<file path="config.mk">
export PLATFORM = sky130hd
export DESIGN_NAME = session_packet_deframer
export DESIGN_NICKNAME = d
export VERILOG_FILES = /design/src/design/spd_pkg.sv /design/src/design/spd_fifo.sv /design/src/design/spd_front.sv /design/src/design/spd_back.sv /design/src/design/session_packet_deframer.sv
export SDC_FILE = /design/constraint.sdc
export NUM_CORES = 1
export LEC_CHECK = 0
export BUFFER_PORTS_ARGS = -buffer_cell sky130_fd_sc_hd__clkbuf_2
export CAP_MARGIN = 20
export CELL_PAD_IN_SITES_DETAIL_PLACEMENT = 0
export CELL_PAD_IN_SITES_GLOBAL_PLACEMENT = 1
export CORE_ASPECT_RATIO = 2
export CORE_MARGIN = 4
export CORE_UTILIZATION = 46
export DETAILED_ROUTE_END_ITERATION = 12
export PLACE_DENSITY_LB_ADDON = 0.1
export SKIP_LAST_GASP = 1
export SLEW_MARGIN = 5
export SYNTH_ARGS = -nofsm -noshare
export SYNTH_HDL_FRONTEND = slang
export SYNTH_SLANG_ARGS = --single-unit
</file>
<file path="constraint.sdc">
create_clock -name clk -period 5.1 [get_ports clk]
set_clock_uncertainty 0.05 [all_clocks]
set_input_delay 0.765 -clock clk [delete_from_list [all_inputs] [get_ports clk]]
set_output_delay 0.765 -clock clk [all_outputs]
set_load 0.005 [all_outputs]
</file>
<file path="src/design/spd_pkg.sv">
package spd_pkg;

    // Header constants
    localparam logic [31:0] MAGIC_WORD = 32'h50feeb1e;
    localparam logic [15:0] TYPE_LIMIT = 16'd4;
    localparam logic [15:0] WIN_LEN    = 16'd8;

    // Packet types
    localparam logic [1:0] TYPE_AUTH   = 2'd0;
    localparam logic [1:0] TYPE_DATA   = 2'd1;
    localparam logic [1:0] TYPE_WINDOW = 2'd2;

    // Authentication status
    localparam logic [1:0] ST_INIT   = 2'd0;
    localparam logic [1:0] ST_AUTHED = 2'd1;
    localparam logic [1:0] ST_FAILED = 2'd2;

    // Configuration register indexes
    localparam int CFG_IDX_W = 3;
    localparam logic [CFG_IDX_W-1:0] REG_AUTH_REQUIRED = 3'd0;
    localparam logic [CFG_IDX_W-1:0] REG_SECRET_LEN    = 3'd1;
    localparam logic [CFG_IDX_W-1:0] REG_SECRET_BASE   = 3'd2;

    // Result event kinds
    localparam logic [2:0] EV_PAYLOAD   = 3'd0;
    localparam logic [2:0] EV_WINDOW    = 3'd1;
    localparam logic [2:0] EV_AUTH_OK   = 3'd2;
    localparam logic [2:0] EV_AUTH_FAIL = 3'd3;
    localparam logic [2:0] EV_FATAL     = 3'd4;

    // Fatal error kinds
    localparam logic [1:0] ERR_MAGIC   = 2'd0;
    localparam logic [1:0] ERR_TYPE    = 2'd1;
    localparam logic [1:0] ERR_PREAUTH = 2'd2;
    localparam logic [1:0] ERR_PWLEN   = 2'd3;

    // Operations passed from front to back
    localparam logic [1:0] OP_DATA  = 2'd0;
    localparam logic [1:0] OP_WIN   = 2'd1;
    localparam logic [1:0] OP_AUTH  = 2'd2;
    localparam logic [1:0] OP_FATAL = 2'd3;

    typedef struct packed {
        logic [1:0] kind;
        logic [7:0] data;
        logic       last;
        logic       ok;
        logic [1:0] err;
    } op_t;

    typedef struct packed {
        logic [2:0]  event_kind;
        logic [7:0]  payload_byte;
        logic        payload_last;
        logic [31:0] win_rows;
        logic [31:0] win_cols;
        logic [1:0]  error_kind;
    } result_t;

endpackage

</file>
<file path="src/design/spd_fifo.sv">
module spd_fifo #(
    parameter int WIDTH = 8,
    parameter int DEPTH = 2
) (
    input  logic             clk,
    input  logic             rst_n,
    input  logic             push,
    input  logic [WIDTH-1:0] wr_data,
    output logic             full,
    input  logic             pop,
    output logic [WIDTH-1:0] rd_data,
    output logic             empty
);
    localparam int PTR_W = (DEPTH > 1) ? $clog2(DEPTH) : 1;
    localparam int CNT_W = $clog2(DEPTH + 1);

    logic [WIDTH-1:0] mem_reg [DEPTH];
    logic [PTR_W-1:0] wr_ptr_reg, wr_ptr_next;
    logic [PTR_W-1:0] rd_ptr_reg, rd_ptr_next;
    logic [CNT_W-1:0] count_reg, count_next;
    logic             do_push, do_pop;

    assign full    = (count_reg == CNT_W'(DEPTH));
    assign empty   = (count_reg == '0);
    assign do_push = push && !full;
    assign do_pop  = pop && !empty;
    assign rd_data = mem_reg[rd_ptr_reg];

    // Advance pointers and occupancy
    always_comb
    begin
        wr_ptr_next = wr_ptr_reg;
        rd_ptr_next = rd_ptr_reg;
        count_next  = count_reg;
        if (do_push)
        begin
            wr_ptr_next = (wr_ptr_reg == PTR_W'(DEPTH - 1)) ? '0 : wr_ptr_reg + 1'b1;
        end
        if (do_pop)
        begin
            rd_ptr_next = (rd_ptr_reg == PTR_W'(DEPTH - 1)) ? '0 : rd_ptr_reg + 1'b1;
        end
        if (do_push && !do_pop)
        begin
            count_next = count_reg + 1'b1;
        end
        else if (!do_push && do_pop)
        begin
            count_next = count_reg - 1'b1;
        end
    end

    always_ff @(posedge clk or negedge rst_n)
    begin
        if (!rst_n)
        begin
            wr_ptr_reg <= '0;
            rd_ptr_reg <= '0;
            count_reg  <= '0;
        end
        else
        begin
            wr_ptr_reg <= wr_ptr_next;
            rd_ptr_reg <= rd_ptr_next;
            count_reg  <= count_next;
        end
    end

    // Store the incoming word
    always_ff @(posedge clk)
    begin
        if (do_push)
        begin
            mem_reg[wr_ptr_reg] <= wr_data;
        end
    end

endmodule

</file>
<file path="src/design/spd_front.sv">
module spd_front #(
    parameter int SECRET_BYTES       = 40,
    parameter int PASSWORD_BUF_BYTES = 128
) (
    input  logic                           clk,
    input  logic                           rst_n,
    input  logic                           take,
    input  logic [7:0]                     in_byte,
    input  logic                           cfg_we,
    input  logic [spd_pkg::CFG_IDX_W-1:0]  cfg_index,
    input  logic [63:0]                    cfg_data,
    output logic                           op_valid,
    output spd_pkg::op_t                   op
);
    import spd_pkg::*;

    localparam int SECRET_REGS = (SECRET_BYTES + 7) / 8;
    localparam int RSEL_W      = (SECRET_REGS > 1) ? $clog2(SECRET_REGS) : 1;
    localparam int IDX_W       = $clog2(PASSWORD_BUF_BYTES);

    // Configuration
    logic        auth_required_reg;
    logic [5:0]  secret_len_reg;
    logic [63:0] secret_reg [SECRET_REGS];

    // Parser state
    logic [55:0]      hdr_shift_reg, hdr_shift_next;
    logic [2:0]       hdr_count_reg, hdr_count_next;
    logic [1:0]       pkt_type_reg, pkt_type_next;
    logic [15:0]      remaining_reg, remaining_next;
    logic [IDX_W-1:0] index_reg, index_next;
    logic             in_payload_reg, in_payload_next;
    logic             skip_reg, skip_next;
    logic             match_reg, match_next;
    logic [1:0]       auth_status_reg, auth_status_next;
    logic             halted_reg, halted_next;

    logic [63:0]       header;
    logic [31:0]       magic;
    logic [15:0]       ptype;
    logic [15:0]       plen;
    logic              preauth;
    logic              len_match;
    logic              pw_too_long;
    logic [15:0]       rem_dec;
    logic              last;
    logic [15:0]       sidx;
    logic [RSEL_W-1:0] sel_reg;
    logic              in_range;
    logic [63:0]       sec_word;
    logic [63:0]       sec_shift;
    logic              byte_match;

    // Decode the header as it completes
    assign header      = {hdr_shift_reg, in_byte};
    assign magic       = header[63:32];
    assign ptype       = header[31:16];
    assign plen        = header[15:0];
    assign preauth     = auth_required_reg && (auth_status_reg != ST_AUTHED);
    assign len_match   = (16'(secret_len_reg) == plen)
                         && (7'(secret_len_reg) <= 7'(SECRET_BYTES));
    assign pw_too_long = (32'(plen) >= 32'(PASSWORD_BUF_BYTES));
    assign rem_dec     = remaining_reg - 16'd1;
    assign last        = (rem_dec == 16'd0);

    // Look up the secret byte for the current password position
    assign sidx       = 16'(index_reg);
    assign sel_reg    = sidx[3 +: RSEL_W];
    assign in_range   = (32'(index_reg) < 32'(SECRET_BYTES));
    assign sec_word   = in_range ? secret_reg[sel_reg] : 64'd0;
    assign sec_shift  = sec_word >> {sidx[2:0], 3'b000};
    assign byte_match = match_reg && in_range && (sec_shift[7:0] == in_byte);

    // Classify each accepted byte
    always_comb
    begin
        hdr_shift_next   = hdr_shift_reg;
        hdr_count_next   = hdr_count_reg;
        pkt_type_next    = pkt_type_reg;
        remaining_next   = remaining_reg;
        index_next       = index_reg;
        in_payload_next  = in_payload_reg;
        skip_next        = skip_reg;
        match_next       = match_reg;
        auth_status_next = auth_status_reg;
        halted_next      = halted_reg;
        op_valid         = 1'b0;
        op               = '0;

        if (take && !halted_reg)
        begin
            if (!in_payload_reg)
            begin
                if (hdr_count_reg != 3'd7)
                begin
                    hdr_count_next = hdr_count_reg + 3'd1;
                    hdr_shift_next = header[55:0];
                end
                else
                begin
                    hdr_count_next = '0;
                    if (magic != MAGIC_WORD)
                    begin
                        halted_next = 1'b1;
                        op_valid    = 1'b1;
                        op.kind     = OP_FATAL;
                        op.err      = ERR_MAGIC;
                    end
                    else if (ptype >= TYPE_LIMIT)
                    begin
                        halted_next = 1'b1;
                        op_valid    = 1'b1;
                        op.kind     = OP_FATAL;
                        op.err      = ERR_TYPE;
                    end
                    else
                    begin
                        pkt_type_next  = ptype[1:0];
                        remaining_next = plen;
                        index_next     = '0;
                        if (preauth)
                        begin
                            if (ptype[1:0] != TYPE_AUTH)
                            begin
                                halted_next = 1'b1;
                                op_valid    = 1'b1;
                                op.kind     = OP_FATAL;
                                op.err      = ERR_PREAUTH;
                            end
                            else if (pw_too_long)
                            begin
                                halted_next = 1'b1;
                                op_valid    = 1'b1;
                                op.kind     = OP_FATAL;
                                op.err      = ERR_PWLEN;
                            end
                            else
                            begin
                                skip_next  = 1'b0;
                                match_next = len_match;
                                if (plen == 16'd0)
                                begin
                                    // Empty password: give the verdict now
                                    auth_status_next = len_match ? ST_AUTHED : ST_FAILED;
                                    op_valid         = 1'b1;
                                    op.kind          = OP_AUTH;
                                    op.ok            = len_match;
                                end
                                else
                                begin
                                    in_payload_next = 1'b1;
                                end
                            end
                        end
                        else
                        begin
                            case (ptype[1:0])
                                TYPE_DATA:   skip_next = 1'b0;
                                TYPE_WINDOW: skip_next = (plen != WIN_LEN);
                                default:     skip_next = 1'b1;
                            endcase
                            match_next      = 1'b1;
                            in_payload_next = (plen != 16'd0);
                        end
                    end
                end
            end
            else
            begin
                remaining_next = rem_dec;
                index_next     = index_reg + 1'b1;
                if (last)
                begin
                    in_payload_next = 1'b0;
                end
                if (!skip_reg)
                begin
                    case (pkt_type_reg)
                        TYPE_AUTH:
                        begin
                            match_next = byte_match;
                            if (last)
                            begin
                                auth_status_next = byte_match ? ST_AUTHED : ST_FAILED;
                                op_valid         = 1'b1;
                                op.kind          = OP_AUTH;
                                op.ok            = byte_match;
                            end
                        end
                        TYPE_DATA:
                        begin
                            op_valid = 1'b1;
                            op.kind  = OP_DATA;
                            op.data  = in_byte;
                            op.last  = last;
                        end
                        TYPE_WINDOW:
                        begin
                            op_valid = 1'b1;
                            op.kind  = OP_WIN;
                            op.data  = in_byte;
                            op.last  = last;
                        end
                        default:
                        begin
                            op_valid = 1'b0;
                        end
                    endcase
                end
            end
        end
    end

    // Hold parser state
    always_ff @(posedge clk or negedge rst_n)
    begin
        if (!rst_n)
        begin
            hdr_shift_reg   <= '0;
            hdr_count_reg   <= '0;
            pkt_type_reg    <= '0;
            remaining_reg   <= '0;
            index_reg       <= '0;
            in_payload_reg  <= 1'b0;
            skip_reg        <= 1'b0;
            match_reg       <= 1'b1;
            auth_status_reg <= ST_INIT;
            halted_reg      <= 1'b0;
        end
        else
        begin
            hdr_shift_reg   <= hdr_shift_next;
            hdr_count_reg   <= hdr_count_next;
            pkt_type_reg    <= pkt_type_next;
            remaining_reg   <= remaining_next;
            index_reg       <= index_next;
            in_payload_reg  <= in_payload_next;
            skip_reg        <= skip_next;
            match_reg       <= match_next;
            auth_status_reg <= auth_status_next;
            halted_reg      <= halted_next;
        end
    end

    // Write configuration registers
    always_ff @(posedge clk or negedge rst_n)
    begin
        if (!rst_n)
        begin
            auth_required_reg <= 1'b0;
            secret_len_reg    <= '0;
            for (int r = 0; r < SECRET_REGS; r++)
            begin
                secret_reg[r] <= '0;
            end
        end
        else if (cfg_we)
        begin
            if (cfg_index == REG_AUTH_REQUIRED)
            begin
                auth_required_reg <= cfg_data[0];
            end
            if (cfg_index == REG_SECRET_LEN)
            begin
                secret_len_reg <= cfg_data[5:0];
            end
            for (int r = 0; r < SECRET_REGS; r++)
            begin
                if (cfg_index == CFG_IDX_W'(int'(REG_SECRET_BASE) + r))
                begin
                    secret_reg[r] <= cfg_data;
                end
            end
        end
    end

endmodule

</file>
<file path="src/design/spd_back.sv">
module spd_back (
    input  logic              clk,
    input  logic              op_valid,
    input  spd_pkg::op_t      op,
    output logic              op_pop,
    input  logic              res_full,
    output logic              res_push,
    output spd_pkg::result_t  res
);
    import spd_pkg::*;

    logic [55:0] accum_reg;
    logic [63:0] accum_shift;
    logic        take;

    assign take        = op_valid && !res_full;
    assign op_pop      = take;
    assign accum_shift = {accum_reg, op.data};

    // Build the result word for the waiting operation
    always_comb
    begin
        res      = '0;
        res_push = 1'b0;
        unique case (op.kind)
            OP_DATA:
            begin
                res.event_kind   = EV_PAYLOAD;
                res.payload_byte = op.data;
                res.payload_last = op.last;
                res_push         = take;
            end
            OP_WIN:
            begin
                res.event_kind = EV_WINDOW;
                res.win_rows   = accum_shift[63:32];
                res.win_cols   = accum_shift[31:0];
                res_push       = take && op.last;
            end
            OP_AUTH:
            begin
                res.event_kind = op.ok ? EV_AUTH_OK : EV_AUTH_FAIL;
                res_push       = take;
            end
            OP_FATAL:
            begin
                res.event_kind = EV_FATAL;
                res.error_kind = op.err;
                res_push       = take;
            end
            default:
            begin
                res_push = 1'b0;
            end
        endcase
    end

    // Shift window bytes in; a window packet is exactly eight bytes long
    always_ff @(posedge clk)
    begin
        if (take && (op.kind == OP_WIN))
        begin
            accum_reg <= accum_shift[55:0];
        end
    end

endmodule

</file>
<file path="src/design/session_packet_deframer.sv">
// Channel  | Direction | Handshake                 | Payload
// ---------+-----------+---------------------------+-------------------------------------
// input    | in        | push / full               | in_byte
// result   | out       | pop / empty               | event_kind, payload_byte, payload_last,
//          |           |                           | win_rows, win_cols, error_kind
// config   | in        | cfg_valid / cfg_ready     | cfg_index, cfg_data
//
// One byte is accepted per cycle while full is low. A result passes through the operation
// queue and then the result queue before it shows on the result ports.
// Reset is asynchronous and clears all control state at once; no sweep follows it.
// full rises when the two-entry operation queue holds two words, which can build up only
// while the two-entry result queue is full.
module session_packet_deframer #(
    parameter int SECRET_BYTES       = 40,
    parameter int PASSWORD_BUF_BYTES = 128
) (
    input  logic                          clk,
    input  logic                          rst_n,
    input  logic                          push,
    output logic                          full,
    input  logic [7:0]                    in_byte,
    output logic                          empty,
    input  logic                          pop,
    output logic [2:0]                    event_kind,
    output logic [7:0]                    payload_byte,
    output logic                          payload_last,
    output logic [31:0]                   win_rows,
    output logic [31:0]                   win_cols,
    output logic [1:0]                    error_kind,
    input  logic                          cfg_valid,
    output logic                          cfg_ready,
    input  logic [spd_pkg::CFG_IDX_W-1:0] cfg_index,
    input  logic [63:0]                   cfg_data
);
    import spd_pkg::*;

    localparam int OP_W  = $bits(op_t);
    localparam int RES_W = $bits(result_t);

    logic    take;
    logic    op_valid_in;
    op_t     op_in;
    logic    opq_full;
    logic    opq_empty;
    op_t     op_head;
    logic    op_pop;
    logic    res_push;
    logic    resq_full;
    result_t res_in;
    result_t res_head;

    assign cfg_ready = 1'b1;
    assign full      = opq_full;
    assign take      = push && !opq_full;

    // Parse bytes and emit operations
    spd_front #(
        .SECRET_BYTES       (SECRET_BYTES),
        .PASSWORD_BUF_BYTES (PASSWORD_BUF_BYTES)
    ) u_front (
        .clk       (clk),
        .rst_n     (rst_n),
        .take      (take),
        .in_byte   (in_byte),
        .cfg_we    (cfg_valid && cfg_ready),
        .cfg_index (cfg_index),
        .cfg_data  (cfg_data),
        .op_valid  (op_valid_in),
        .op        (op_in)
    );

    // Decouple parser from result stage
    spd_fifo #(
        .WIDTH (OP_W),
        .DEPTH (2)
    ) u_opq (
        .clk     (clk),
        .rst_n   (rst_n),
        .push    (op_valid_in),
        .wr_data (op_in),
        .full    (opq_full),
        .pop     (op_pop),
        .rd_data (op_head),
        .empty   (opq_empty)
    );

    // Carry out operations
    spd_back u_back (
        .clk      (clk),
        .op_valid (!opq_empty),
        .op       (op_head),
        .op_pop   (op_pop),
        .res_full (resq_full),
        .res_push (res_push),
        .res      (res_in)
    );

    // Hold results until popped
    spd_fifo #(
        .WIDTH (RES_W),
        .DEPTH (2)
    ) u_resq (
        .clk     (clk),
        .rst_n   (rst_n),
        .push    (res_push),
        .wr_data (res_in),
        .full    (resq_full),
        .pop     (pop),
        .rd_data (res_head),
        .empty   (empty)
    );

    assign event_kind   = res_head.event_kind;
    assign payload_byte = res_head.payload_byte;
    assign payload_last = res_head.payload_last;
    assign win_rows     = res_head.win_rows;
    assign win_cols     = res_head.win_cols;
    assign error_kind   = res_head.error_kind;

endmodule

</file>
==> summary.md, run 1 <==
| Metric | Value |
|---|---|
| Syn_nets | `2159` |
| Final min period | `4570 ps` |
| FF+latch count, synth | `665` |
| Max Root-Sink Buffers | `3` |
| Post-synth top area share | `36.5%` |
| Crit path launch type | `register` |
| CTS Buf Count | `58` |
| CTS tree | `yes` |
| Main synth FF type | `dfrtp_1` |
| Yosys warning count | `0` |
| Initial DRT Pass Iterations | `5` |
| Die Height | `363 um` |
| CTS clk-pin slew, worst paths | `70 ps` |
| Top post-synthesis cells by count | `mux2_2, dfrtp_1, edfxtp_1, clkbuf_1, nor2_1` |
| Crit. End Element | `register` |
| Synth top area cells | `dfrtp_1, edfxtp_1, mux2_2` |
| WS Path Type | `reg -> reg` |
| Sequential share of the synthesized area | `61.4%` |
| Vias per Instance | `5.90` |
| Worst-margin pin slew | `1120 ps` |
| Synth async-reset ratio | `63.9%` |
| First-pass GRT wire length | `122000 um` |
| Via count | `18000` |
| CORE AREA | `62800 um^2` |
| Deepest level of the CTS H-tree | `2` |
| Hold_ws | `108 ps` |
| Final Hold Fails | `0` |
| Post-synth EDFFs | `240` |
| Status | `complete, no violations` |
| Vias in the first global route | `19200` |
| Syn-to-layout area delta | `12.2%` |
| Post-CTS sizing | `0` |
| Tightest Hold Check Type | `in -> async` |
| Nets | `2299` |
| Distinct cells, synth | `89` |
| Fmax | `0.219 GHz` |
| Final Cell Area | `32600 um^2` |
| DIE AREA | `67500 um^2` |
| Critical Path Fanout Max | `46` |
| Layout cells sized above 1 | `36.1%` |
| Leakage | `0.0134 uW` |
| WP data arrival | `4920 ps` |
| RSZ-0062 raised after global routing | `false` |
| Setup Fix Bufs, Post-CTS | `0` |
| Clock sinks | `665` |
| Area of the mapped netlist | `29100 um^2` |
| GRT Total Usage | `24.1%` |
| Synth Instances | `2069` |
| DR iter-0 viols | `1124` |
| Global route overflow | `0` |
| Reg2reg path depth | `9` |
| FILL cells | `5446` |
| Mean Syn Cell Area | `14.0 um^2` |
| Yosys top cell by area | `dfrtp_1` |
| DRT antenna net count | `0` |
| Drt total wl | `81900 um` |
| Most common cell in the netlist | `mux2_2` |
| Largest register FFs | `320` |
| Port buffer count | `159` |
| Power density over the cells | `500 nW/um^2` |
| FP Rows | `130` |
| Post-CTS Hold Fix Bufs | `0` |
| Slew margin rel. | `25.5%` |
| Wire per inst | `26.8 um` |
| Max Cap Viol | `0` |
| Final period util | `89.5%` |
| Clk_lat worst skew | `620 ps` |
| Peak supply drop | `0.390 mV` |
| Initial antenna violation count | `3` |
| Initial core utilization | `46.3%` |
| Placer Congestion | `0.905` |
| Setup_tns | `0 ps` |
| CP Data Required Time | `5460 ps` |
| Final HPWL DP | `57600 um` |
| # DRC | `0` |
| Largest net degree at the start of global routing | `119` |
| # IOs | `161` |
| Final Setup Violations | `0` |
| Slew Limit Fails | `0` |
| Die Span X | `186 um` |
| Clock Tree Root | `clkbuf_16` |
| Placed Area | `30800 um^2` |
## where the power goes
part	internal (uW)	switching (uW)	leakage, uW
combinational	1860	1820	0.00510
clock	2300	2000	0.000895
sequential	7340	966	0.00740
total	11500	4790	0.0134
## worst max-delay path, stage by stage, from the launching register on
cell and delay, ps:
dfrtp_4 700, o21a_1 460, nor2_1 860, a31oi_1 200, a2111oi_0 880, o31ai_1 230
xnor2_1 170, a211oi_1 240, nand3_2 180, o31ai_2 330
## cells in the final DEF, fill, tap and decap left out, types with 15 or more instances in the layout
master,count
mux2_2,476
dfrtp_1,420
edfxtp_1,240
clkbuf_2,158
nor2_1,87
and3_1,65
mux2i_1,62
clkbuf_16,58
buf_4,47
a21oi_1,46
o21ai_0,42
nand2_1,41
o22ai_1,31
nor3_1,29
inv_1,28
nand3_1,21
nor2b_1,20
nor4_1,20
nand2b_1,20
clkbuf_1,16
clkinv_2,15
## metrics by stage
stage	setup slack, ps	instances	util [%]	total power [uW]
finish	533	3051	51.9	16300
global route	463	3051	51.9	17100
CTS	577	3049	51.9	16500
detailed placement	625	2940	49.0	12200
global placement	713	2938	49.0	12000
floorplan	753	2069	-	10500
## layout make-up
type | instances | area, um^2 | share of cell area (%)
flip-flops and latches | 665 | 17900 | 54.7
multi-input cells | 1241 | 10600 | 32.4
clock buffers | 77 | 1550 | 4.76
repair buffers | 212 | 1280 | 3.92
well taps | 792 | 991 | 3.04
clock inverters | 32 | 260 | 0.798
inverters | 31 | 116 | 0.357
diodes | 1 | 2.50 | 0.00767
## path summary, 6_finish.rpt
kind / startpoint / end / slack, ps
worst max-delay path: u_front.index_reg[4] / u_opq.mem_reg[1][2] / 530
max in group asynchronous: rst_n / u_front.secret_reg[201] / 3710
worst max register to register: u_front.index_reg[4] / u_opq.mem_reg[1][2] / 530
worst min-delay path: rst_n / u_front.secret_reg[255] / 110
min in group clk: cfg_data[17] / u_front.secret_reg[145] / 390
worst min register to register: u_back.accum_reg[0] / u_back.accum_reg[8] / 390
## cell families (layout without fill, tap and decap cells)
kind of cell / Yosys count / after routing / synth area share, %
buf+inv: 163 / 352 / 2.45
simple gates: 382 / 382 / 7.22
flops: 665 / 665 / 61.4
fa+ha+maj: 10 / 10 / 0.430
mux: 545 / 545 / 21.0
compound gates: 276 / 276 / 6.65
other cells: 1 / 2 / 0.0129
xor+xnor: 27 / 27 / 0.814
## routing by layer
metal	vias up	wire length [um]	GRT usage (%)
met5	-	33	0
met1	9311	28800	25.6
met4	4	4890	11.8
met2	468	45600	46.0
li1	8034	-	-
met3	181	2570	2.69
No activity file was read; power rests on OpenSTA's default activity.
==> run 2, diff against run 1 <==
==> constraint.sdc (replaced) <==
create_clock -name clk -period 4.2 [get_ports clk]
set_clock_uncertainty 0.05 [all_clocks]
set_input_delay 0.63 -clock clk [delete_from_list [all_inputs] [get_ports clk]]
set_output_delay 0.63 -clock clk [all_outputs]
set_load 0.005 [all_outputs]
==> run 2 against run 1 <==
Compared with the run above:
- die area is the same
- sequential share of layout area shrank 0.63 points
- via count grew 0.83%
- clock power grew 23%
- sequential power grew 20%
- total power grew 22%
- core utilization grew 0.60 points
- design area grew 1.2%
- non-clock buffer count grew 42
- combinational power grew 23%
- wire length grew 0.59%
- count of clock-buffer cells in the layout grew 7
- critical path type unchanged
==> summary.md, run 2 (synthesis results as in run 1) <==
| Metric | Value |
|---|---|
| RSZ-0062 raised after global routing | `false` |
| Global route overflow | `0` |
| Clk_lat worst skew | `620 ps` |
| Final Setup Violations | `0` |
| Post-CTS sizing | `0` |
| Power density over the cells | `603 nW/um^2` |
| CTS tree | `yes` |
| ANT cells | `0` |
| Nets | `2340` |
| Clock Tree Root | `clkbuf_16` |
| Worst-margin pin slew | `1090 ps` |
| Hold_ws | `80.4 ps` |
| GRT Total Usage | `24.3%` |
| Max Cap Viol | `0` |
| Layout cells sized above 1 | `37.5%` |
| FILL cells | `5445` |
| Final HPWL DP | `58300 um` |
| Status | `complete, no violations` |
| Slew margin rel. | `25.1%` |
| CORE AREA | `62800 um^2` |
| Leakage | `0.0136 uW` |
| Wire per inst | `26.7 um` |
| WP data arrival | `4380 ps` |
| Vias in the first global route | `19200` |
| Most frequent cells in the layout | `mux2_2, dfrtp_1, edfxtp_1` |
| Critical Path Fanout Max | `26` |
| Port buffer count | `159` |
| DR iter-0 viols | `1208` |
| DRT antenna net count | `0` |
| WS Path Type | `reg -> reg` |
| FP Rows | `130` |
| Die Height | `363 um` |
| First-pass GRT wire length | `124000 um` |
| # IOs | `161` |
| Initial core utilization | `46.3%` |
| Via count | `18100` |
| Vias per Instance | `5.87` |
| Clock sinks | `665` |
| Setup_tns | `0 ps` |
| Tightest Hold Check Type | `in -> async` |
| Syn-to-layout area delta | `13.5%` |
| Reg2reg path depth | `10` |
| Reg-to-Reg End | `u_opq.mem_reg[0][2]` |
| Peak supply drop | `0.576 mV` |
| Initial DRT Pass Iterations | `5` |
| Largest register FFs | `320` |
| DIE AREA | `67500 um^2` |
| Initial antenna violation count | `0` |
| Commonest non-fill, non-tap cell in the layout | `mux2_2` |
| Fmax | `0.250 GHz` |
| Placer Congestion | `0.952` |
| Setup Fix Bufs, Post-CTS | `0` |
| Final min period | `3990 ps` |
| Post-CTS Hold Fix Bufs | `0` |
| Deepest level of the CTS H-tree | `2` |
| Slew Limit Fails | `0` |
| Final period util | `95.1%` |
| Crit. End Element | `register` |
| Final Hold Fails | `0` |
| Setup slack, reg-to-reg | `210 ps` |
| Drt total wl | `82400 um` |
| Largest net degree at the start of global routing | `123` |
| CTS Buf Count | `57` |
| # DRC | `0` |
| Crit path launch type | `register` |
| Die Span X | `186 um` |
| Max Root-Sink Buffers | `3` |
| CP Data Required Time | `4590 ps` |
| CTS clk-pin slew, worst paths | `70 ps` |
| Worst R2R Start | `u_front.index_reg[4]` |
[run 2: changes by cell type in the layout (fill, tap and decap cells not counted), moves of 4 or more]
cell,delta
buf_12,+4
clkbuf_8,+7
buf_4,+40
clkinv_1,-6
[run 2: per-stage QoR]
| step | total power [uW] | instances | utilization (%) | instance area, um^2 | setup WS [ps] |
|---|---|---|---|---|---|
| floorplan | 12700 | 2069 | - | 29100 | 401 |
| global placement | 14600 | 2983 | 49.6 | 31100 | 252 |
| detailed placement | 14800 | 2983 | 49.6 | 31100 | 327 |
| CTS | 20100 | 3090 | 52.5 | 33000 | 291 |
| global route | 20900 | 3090 | 52.5 | 33000 | 148 |
| finish | 19900 | 3090 | 52.5 | 33000 | 207 |
[run 2: power breakdown]
group | internal, uW | switching, uW | total (uW)
Clock | 2890 | 2410 | 5300
Combinational | 2300 | 2240 | 4540
Sequential | 8900 | 1140 | 10000
Total | 14100 | 5790 | 19900
[run 2: worst max path at each step]
stage / slack [ps] / from / cells after the start / end
CTS: 290 / u_front.index_reg[4] / 10 / u_opq.mem_reg[0][2]
finish: 210 / u_front.index_reg[4] / 10 / u_opq.mem_reg[0][2]
global route: 150 / u_front.index_reg[3] / 10 / u_opq.mem_reg[1][2]
floorplan: 400 / u_opq.rd_ptr_reg / 5 / u_resq.mem_reg[0][0]
global placement: 250 / u_front.index_reg[4] / 10 / u_opq.mem_reg[0][2]
detailed placement: 330 / u_front.index_reg[4] / 10 / u_opq.mem_reg[1][2]
[run 2: routing by layer]
| metal | track usage (%) | vias up | wire [um] |
|---|---|---|---|
| li1 | - | 8101 | - |
| met1 | 26.6 | 9316 | 29000 |
| met2 | 45.9 | 545 | 45800 |
| met3 | 2.68 | 186 | 2940 |
| met4 | 11.7 | 0 | 4680 |
| met5 | 0 | - | 0 |
[run 2: worst max-delay path, cell delays in order (launching register included)]
cell and delay (ps):
dfrtp_4 670, buf_4 380, mux2i_1 210, a2111oi_0 1010, nand3_1 150, o21ai_1 190
nor4_2 80, xnor2_1 160, a2111oi_4 360, nand3_2 190, o31ai_2 310
[run 2: final cells by class]
| class | count | area, um^2 | share of cell area (%) |
|---|---|---|---|
| flip-flops and latches | 665 | 17900 | 54.1 |
| multi-input cells | 1241 | 10600 | 32.0 |
| clock buffers | 84 | 1630 | 4.94 |
| repair buffers | 254 | 1620 | 4.91 |
| well taps | 792 | 991 | 3.00 |
| clock inverters | 23 | 221 | 0.671 |
| inverters | 31 | 116 | 0.353 |
